<file path="config.mk">
export PLATFORM = sky130hd
export DESIGN_NAME = swap_slot_run_allocator
export DESIGN_NICKNAME = d
export VERILOG_FILES = /design/src/hw/rtl/ssra_pkg.sv /design/src/hw/rtl/ssra_ram.sv /design/src/hw/rtl/ssra_scan.sv /design/src/hw/rtl/swap_slot_run_allocator.sv
export SDC_FILE = /design/constraint.sdc
export NUM_CORES = 2
export LEC_CHECK = 0
export ABC_AREA = 1
export BUFFER_PORTS_ARGS = -buffer_cell sky130_fd_sc_hd__clkbuf_2
export CAP_MARGIN = 25
export CORE_AREA = 8 8 373 375
export CTS_CLUSTER_SIZE = 28
export DETAILED_ROUTE_END_ITERATION = 16
export DIE_AREA = 0 0 381 383
export PLACE_DENSITY_LB_ADDON = 0.12
export RECOVER_POWER = 100
export SLEW_MARGIN = 30
export SYNTH_ARGS = -nofsm -noshare
export SYNTH_HDL_FRONTEND = slang
export SYNTH_SLANG_ARGS = --single-unit
</file>
<file path="constraint.sdc">
create_clock -name clk -period 7.74 [get_ports clk]
set_input_delay 2.322 -clock clk [delete_from_list [all_inputs] [get_ports clk]]
set_output_delay 2.322 -clock clk [all_outputs]
set_load 0.02 [all_outputs]
</file>
<file path="src/hw/rtl/ssra_pkg.sv">
// Shared types and codes for the swap slot run allocator.
package ssra_pkg;

  localparam int WORD_BITS = 64;

  localparam logic OP_ALLOC = 1'b0;
  localparam logic OP_FREE  = 1'b1;

  localparam logic [1:0] STAT_OK    = 2'd0;
  localparam logic [1:0] STAT_FULL  = 2'd1;
  localparam logic [1:0] STAT_RANGE = 2'd2;

  typedef struct packed {
    logic       opcode;
    logic [9:0] slot_start;
  } req_t;

  typedef struct packed {
    logic [9:0] run_start;
    logic [1:0] status;
  } rsp_t;

  // Outcome of evaluating one bitmap word during a search.
  typedef struct packed {
    logic       hit;
    logic [5:0] hit_pos;
    logic [5:0] carry;
  } scan_res_t;

  typedef enum logic [2:0] {
    S_CLEAR,
    S_IDLE,
    S_SCAN,
    S_MOD_RD,
    S_MOD_WA,
    S_MOD_WB
  } ctl_state_t;

endpackage

</file>
<file path="src/hw/rtl/ssra_ram.sv">
// Generic single-write, single-read RAM with registered read data.
module ssra_ram #(
  parameter int WIDTH = 64,
  parameter int DEPTH = 16,
  localparam int AW = (DEPTH > 1) ? $clog2(DEPTH) : 1
) (
  input  logic             clk,
  input  logic             we,
  input  logic [AW-1:0]    waddr,
  input  logic [WIDTH-1:0] wdata,
  input  logic [AW-1:0]    raddr,
  output logic [WIDTH-1:0] rdata
);

  logic [WIDTH-1:0] mem [DEPTH];

  always_ff @(posedge clk) begin
    if (we) begin
      mem[waddr] <= wdata;
    end
    rdata <= mem[raddr];
  end

endmodule

</file>
<file path="src/hw/rtl/ssra_scan.sv">
// Evaluates one bitmap word of a first-fit run search with a carried run count.
module ssra_scan
  import ssra_pkg::*;
#(
  parameter int RUN_LENGTH = 8
) (
  input  logic [WORD_BITS-1:0] free_word,
  input  logic [5:0]           carry,
  output scan_res_t            res
);

  // Free bits below the word come from the carried count of the previous word.
  logic [WORD_BITS+RUN_LENGTH-1:0] ext;
  logic [WORD_BITS-1:0]            hitv;

  always_comb begin
    for (int k = 0; k < RUN_LENGTH; k++) begin
      ext[k] = (k + int'(carry)) >= RUN_LENGTH;
    end
    ext[WORD_BITS+RUN_LENGTH-1:RUN_LENGTH] = free_word;

    for (int j = 0; j < WORD_BITS; j++) begin
      hitv[j] = &ext[j+1 +: RUN_LENGTH];
    end
  end

  always_comb begin
    res.hit     = |hitv;
    res.hit_pos = '0;
    res.carry   = '0;
    // Lowest ending position wins.
    for (int j = WORD_BITS - 1; j >= 0; j--) begin
      if (hitv[j]) begin
        res.hit_pos = 6'(j);
      end
    end
    // Run of free bits at the top of the word; the highest used bit sets it.
    for (int k = 0; k < RUN_LENGTH; k++) begin
      if (!ext[WORD_BITS+k]) begin
        res.carry = 6'(RUN_LENGTH - 1 - k);
      end
    end
  end

endmodule

</file>
<file path="src/hw/rtl/swap_slot_run_allocator.sv">
// First-fit allocator of sector runs over a sector usage bitmap held in RAM.
// Allocate: searches one 64-bit bitmap word per cycle, then read-modify-writes the word holding
// the run (and the next word if the run crosses into it) and responds. Free: the same
// read-modify-write. A free past the end is answered without leaving idle, a full bitmap once
// the last word is searched. One request at a time. After reset a clearing pass writes every
// bitmap word with busy high. The result strobe lasts one cycle; the receiver cannot stall it.
module swap_slot_run_allocator
  import ssra_pkg::*;
#(
  parameter int SECTORS    = 1024,
  parameter int RUN_LENGTH = 8
) (
  input  logic clk,
  input  logic rst_n,
  input  logic start,
  output logic busy,
  input  req_t in_req,
  output logic out_valid,
  output rsp_t out_rsp
);

  localparam int WB        = WORD_BITS;
  localparam int NW        = (SECTORS + WB - 1) / WB;
  localparam int AW        = (NW > 1) ? $clog2(NW) : 1;
  localparam int PW        = AW + 6;
  localparam int XW        = ((PW > 10) ? PW : 10) + 1;
  localparam int LAST_BITS = SECTORS - WB * (NW - 1);

  localparam logic [AW-1:0]   LAST_W    = AW'(NW - 1);
  localparam logic [WB-1:0]   LAST_MASK = ~({WB{1'b1}} << LAST_BITS);
  localparam logic [2*WB-1:0] RUN_ONES  = ~({(2*WB){1'b1}} << RUN_LENGTH);

  ctl_state_t     state_r, state_nxt;
  logic [AW-1:0]  ptr_r, ptr_nxt;
  logic [5:0]     carry_r, carry_nxt;
  logic [PW-1:0]  pos_r, pos_nxt;
  logic           set_r, set_nxt;
  logic           out_valid_r, out_valid_nxt;
  rsp_t           out_rsp_r, out_rsp_nxt;

  logic           ram_we;
  logic [AW-1:0]  ram_waddr;
  logic [WB-1:0]  ram_wdata;
  logic [AW-1:0]  ram_raddr;
  logic [WB-1:0]  ram_rdata;

  logic [WB-1:0]   free_word;
  scan_res_t       sres;
  logic [XW-1:0]   req_start;
  logic [2*WB-1:0] run_mask;
  logic [AW-1:0]   word_a;
  logic [XW-1:0]   pos_ext;

  ssra_ram #(
    .WIDTH(WB),
    .DEPTH(NW)
  ) u_map (
    .clk   (clk),
    .we    (ram_we),
    .waddr (ram_waddr),
    .wdata (ram_wdata),
    .raddr (ram_raddr),
    .rdata (ram_rdata)
  );

  // Padding bits past the last sector never count as free.
  assign free_word = ~ram_rdata & ((ptr_r == LAST_W) ? LAST_MASK : {WB{1'b1}});

  ssra_scan #(
    .RUN_LENGTH(RUN_LENGTH)
  ) u_scan (
    .free_word (free_word),
    .carry     (carry_r),
    .res       (sres)
  );

  assign req_start = XW'(in_req.slot_start);
  assign run_mask  = RUN_ONES << pos_r[5:0];
  assign word_a    = pos_r[PW-1:6];
  assign pos_ext   = XW'(pos_r);

  always_ff @(posedge clk) begin
    if (!rst_n) begin
      state_r     <= S_CLEAR;
      ptr_r       <= '0;
      out_valid_r <= 1'b0;
    end else begin
      state_r     <= state_nxt;
      ptr_r       <= ptr_nxt;
      out_valid_r <= out_valid_nxt;
    end
  end

  always_ff @(posedge clk) begin
    carry_r   <= carry_nxt;
    pos_r     <= pos_nxt;
    set_r     <= set_nxt;
    out_rsp_r <= out_rsp_nxt;
  end

  always_comb begin
    state_nxt     = state_r;
    ptr_nxt       = ptr_r;
    carry_nxt     = carry_r;
    pos_nxt       = pos_r;
    set_nxt       = set_r;
    out_valid_nxt = 1'b0;
    out_rsp_nxt   = out_rsp_r;
    ram_we        = 1'b0;
    ram_waddr     = word_a;
    ram_wdata     = '0;
    ram_raddr     = '0;

    case (state_r)
      S_CLEAR: begin
        ram_we    = 1'b1;
        ram_waddr = ptr_r;
        if (ptr_r == LAST_W) begin
          ptr_nxt   = '0;
          state_nxt = S_IDLE;
        end else begin
          ptr_nxt = ptr_r + 1'b1;
        end
      end

      S_IDLE: begin
        if (start) begin
          if (in_req.opcode == OP_ALLOC) begin
            ptr_nxt   = '0;
            carry_nxt = '0;
            set_nxt   = 1'b1;
            state_nxt = S_SCAN;
          end else if (req_start + XW'(RUN_LENGTH) > XW'(SECTORS)) begin
            out_valid_nxt = 1'b1;
            out_rsp_nxt   = '{run_start: '0, status: STAT_RANGE};
          end else begin
            pos_nxt   = req_start[PW-1:0];
            set_nxt   = 1'b0;
            state_nxt = S_MOD_RD;
          end
        end
      end

      S_SCAN: begin
        // Fetch the next word while this one is evaluated.
        ram_raddr = (ptr_r == LAST_W) ? ptr_r : ptr_r + 1'b1;
        if (sres.hit) begin
          pos_nxt   = {ptr_r, 6'd0} + PW'(sres.hit_pos) + PW'(1) - PW'(RUN_LENGTH);
          state_nxt = S_MOD_RD;
        end else if (ptr_r == LAST_W) begin
          out_valid_nxt = 1'b1;
          out_rsp_nxt   = '{run_start: '0, status: STAT_FULL};
          state_nxt     = S_IDLE;
        end else begin
          ptr_nxt   = ptr_r + 1'b1;
          carry_nxt = sres.carry;
        end
      end

      S_MOD_RD: begin
        ram_raddr = word_a;
        state_nxt = S_MOD_WA;
      end

      S_MOD_WA: begin
        ram_we    = 1'b1;
        ram_waddr = word_a;
        ram_wdata = set_r ? (ram_rdata | run_mask[WB-1:0])
                          : (ram_rdata & ~run_mask[WB-1:0]);
        if (|run_mask[2*WB-1:WB]) begin
          // Run crosses into the next word.
          ram_raddr = word_a + 1'b1;
          state_nxt = S_MOD_WB;
        end else begin
          out_valid_nxt = 1'b1;
          out_rsp_nxt   = '{run_start: set_r ? pos_ext[9:0] : 10'd0, status: STAT_OK};
          state_nxt     = S_IDLE;
        end
      end

      S_MOD_WB: begin
        ram_we        = 1'b1;
        ram_waddr     = word_a + 1'b1;
        ram_wdata     = set_r ? (ram_rdata | run_mask[2*WB-1:WB])
                              : (ram_rdata & ~run_mask[2*WB-1:WB]);
        out_valid_nxt = 1'b1;
        out_rsp_nxt   = '{run_start: set_r ? pos_ext[9:0] : 10'd0, status: STAT_OK};
        state_nxt     = S_IDLE;
      end

      default: begin
        state_nxt = S_IDLE;
      end
    endcase
  end

  assign busy      = (state_r != S_IDLE);
  assign out_valid = out_valid_r;
  assign out_rsp   = out_rsp_r;

endmodule

</file>
==> qor.yml <==
outcome:
  outcome: "complete, but fails checks"
  violations: "max-capacitance violations, max-slew violations"
floorplanning:
  rows: 134
  die_area_mm2: 0.146
  die_h_um: 383
  core-area_mm2: 0.133
  floorplan.initialDensity_pct: 34.8
  io_pins: 28
  die_w_um: 381
routing:
  vias_per_cell: 5.41
  ant_nets: 0
  drt_iter0_drc: 2955
  drtPass1Iterations: 5
  drcViolationCount: 0
  wl_mm: 143
  wl_per_cell_um: 24.7
  vias: 31200
timing:
  finalClockSkew_ns: 0.0240
  whs_ns: 0.595
  finalSetupTns_ns: 0
  finalHoldViolCount: 0
  fin_ws_ns: 1.12
  slew_headroom_pct: -114
  period_minus_slack_ns: 6.62
  fmax_ghz: 0.151
  setup_viol: 0
  tightest_slew_ns: 3.21
  report.final.slew_viol_count: 956
  grt_setup_unrepaired: "no"
  final.period_utilization_pct: 85.5
yosys:
  post_synth_num_cell_types: 41
  netlist_area_mm2: 0.0462
  seq_area_frac_synth_pct: 71.4
  synth_seq_cells: 1122
  syn_inst: 3880
  avgSynthCellArea_um2: 11.9
  syn_nets: 3902
  ys_warn_count: 0
cells_and_area:
  final_util_pct: 39.3
  nNetsFinal: 3922
  drive_gt1_share_pct: 6.51
  n_fill_cell: 12800
  post_layout_nonfiller_instances: 5763
  area_growth_pct: 12.8
placement:
  finalWeightedCongestion: 0.938
  dp_hpwl_mm: 74.1
  pre_cts_ws_ns: 2.65
  io_buffers: 27
  dp_cells: 5549
clocking:
  cts_tree: "done"
  clk_pin_slew_worst_paths_ns: 0.06
  htreeDepth: 3
  postCtsSetupBuffers: 0
  cts_resized: 0
  clk_latency_ns: 0.71
  cts_root_buf: "clkbuf_16"
  cts.hold.buffers_added: 0
  clockBufferDepth: 3
  clock-sinks: 1122
  cts_buffers: 116
global_routing:
  grt_max_degree: 204
  track_usage_pct: 18.9
  first_global_vias: 29800
  antenna_found_initial: 1
  grt_pass1_wl_mm: 208
  grt_overflow: 0
worst_setup_path:
  worst_setup_path_start_kind: "flip-flop"
  worstPathRequired_ns: 8.07
  cp-end-kind: "flip-flop"
  critPathKind: "flip-flop to flip-flop"
  cp_max_fo: 30
  r2r_slack_ns: 1.12
  cp.arrival_ns: 6.95
job:
  maxCapViolCount: 30
hold_path:
  hp-class: "flip-flop to flip-flop"
power_and_ir_drop:
  p_leak_nw: 16.7
  power-per-cell-area_mw_per_mm2: 380
  ir_drop_uv: 470
==> synthesized netlist by cell type, drive strengths merged <==
library cell	number	area (um2)
o311ai	4	35.0
or2	3	18.8
a21oi	40	200
nor4	25	163
o21ai	627	3140
xor2	6	52.6
nor3	37	185
nand4	17	106
o22ai	164	1030
a221oi	1	8.76
nand2	318	1200
nand3	47	240
edfxtp	1050	31500
ha	8	100
a2111oi	1	8.76
o221ai	128	1120
mux2i	1	10.0
o21bai	1	7.51
o32ai	4	35.0
dfxtp	72	1440
a31o	1	8.76
a31oi	7	43.8
inv	205	769
xnor2	1	8.76
a32o	1	10.0
nand3b	1	7.51
nor2	725	2730
o2111ai	1	8.76
clkinv	1	3.75
buf	13	56.3
a211oi	2	15.0
o31ai	7	52.6
clkbuf	229	860
o211ai	132	991
==> sequential cells by signal (all words and copies together), names as in the netlist <==
register,count
u_map.mem,1024
out_rsp,12
carry_r,3
set_r,1
out_valid,1
u_map.rdata,64
pos_r,10
ptr_r,4
state_r,3
==> worst paths after layout <==
check	depth (start not counted)	startpoint	endpoint
max	10	state_r[2]	u_map.mem[8][62]
min	2	ptr_r[3]	ptr_r[3]
max reg2reg	10	state_r[2]	u_map.mem[8][62]
min reg2reg	2	ptr_r[3]	ptr_r[3]
==> cells in the final DEF, fill, tap and decap left out, drive strengths merged, types with 3 or more instances in the layout <==
master       n
buf         41
a21oi       40
dfxtp       72
xor2         6
clkbuf     260
inv        207
nand4       17
clkinvlp     4
nor4        25
o211ai     132
or2          3
edfxtp    1050
bufinv       9
nor2       725
o221ai     128
nand2      318
o22ai      164
clkinv      40
ha           8
o21ai      627
o32ai        4
nand3       47
nor3        37
a31oi        7
o311ai       4
o31ai        7
==> layer usage <==
| layer | routed length, um | track usage [%] |
|---|---|---|
| met5 | 0 | 0 |
| met4 | 2400 | 4.21 |
| met3 | 7820 | 2.60 |
| met2 | 63800 | 29.4 |
| met1 | 68600 | 28.0 |
==> power by group <==
group | switching, mW | internal [mW]
Clock | 2.31 | 3.12
Combinational | 3.90 | 1.34
Sequential | 0.660 | 8.46
Total | 6.87 | 12.9
==> logic make-up after synthesis <==
kind of cell    after synthesis  synth area share, %
mux                           1               0.0217
fa+ha+maj                     8                0.217
buf+inv                     448                 3.66
flops                      1122                 71.4
simple gates               1173                 10.1
xor+xnor                      7                0.133
compound gates             1121                 14.5
==> through the flow <==
step,power (mW),instance area [um2]
2_1_floorplan,12.3,46200
3_3_place_gp,14.5,48800
3_5_place_dp,14.5,48900
4_1_cts,20.0,52500
5_1_grt,20.8,52100
6_report,19.8,52100
==> cell type report <==
cell class,instances,area (um2),share of cell area (%)
Sequential cell,1122,33000,63.3
Inverter,206,796,1.53
Antenna cell,2,5.00,0.00960
Timing Repair Buffer,144,856,1.64
Clock buffer,157,3140,6.02
Tap cell,1768,2210,4.24
Multi-Input combinational cell,2310,11700,22.4
Clock inverter,54,494,0.948
==> worst max-delay path, stage by stage (launching register included) <==
cell      delay, ns
dfxtp_1        0.39
inv_1          0.10
nor2_1         0.45
inv_1          0.14
nor2_2         0.10
clkbuf_1       1.41
nor2_1         0.25
a21oi_1        0.35
nand3_1        0.35
nor2_1         1.84
buf_4          0.83
(Power assumes the default switching activity.)
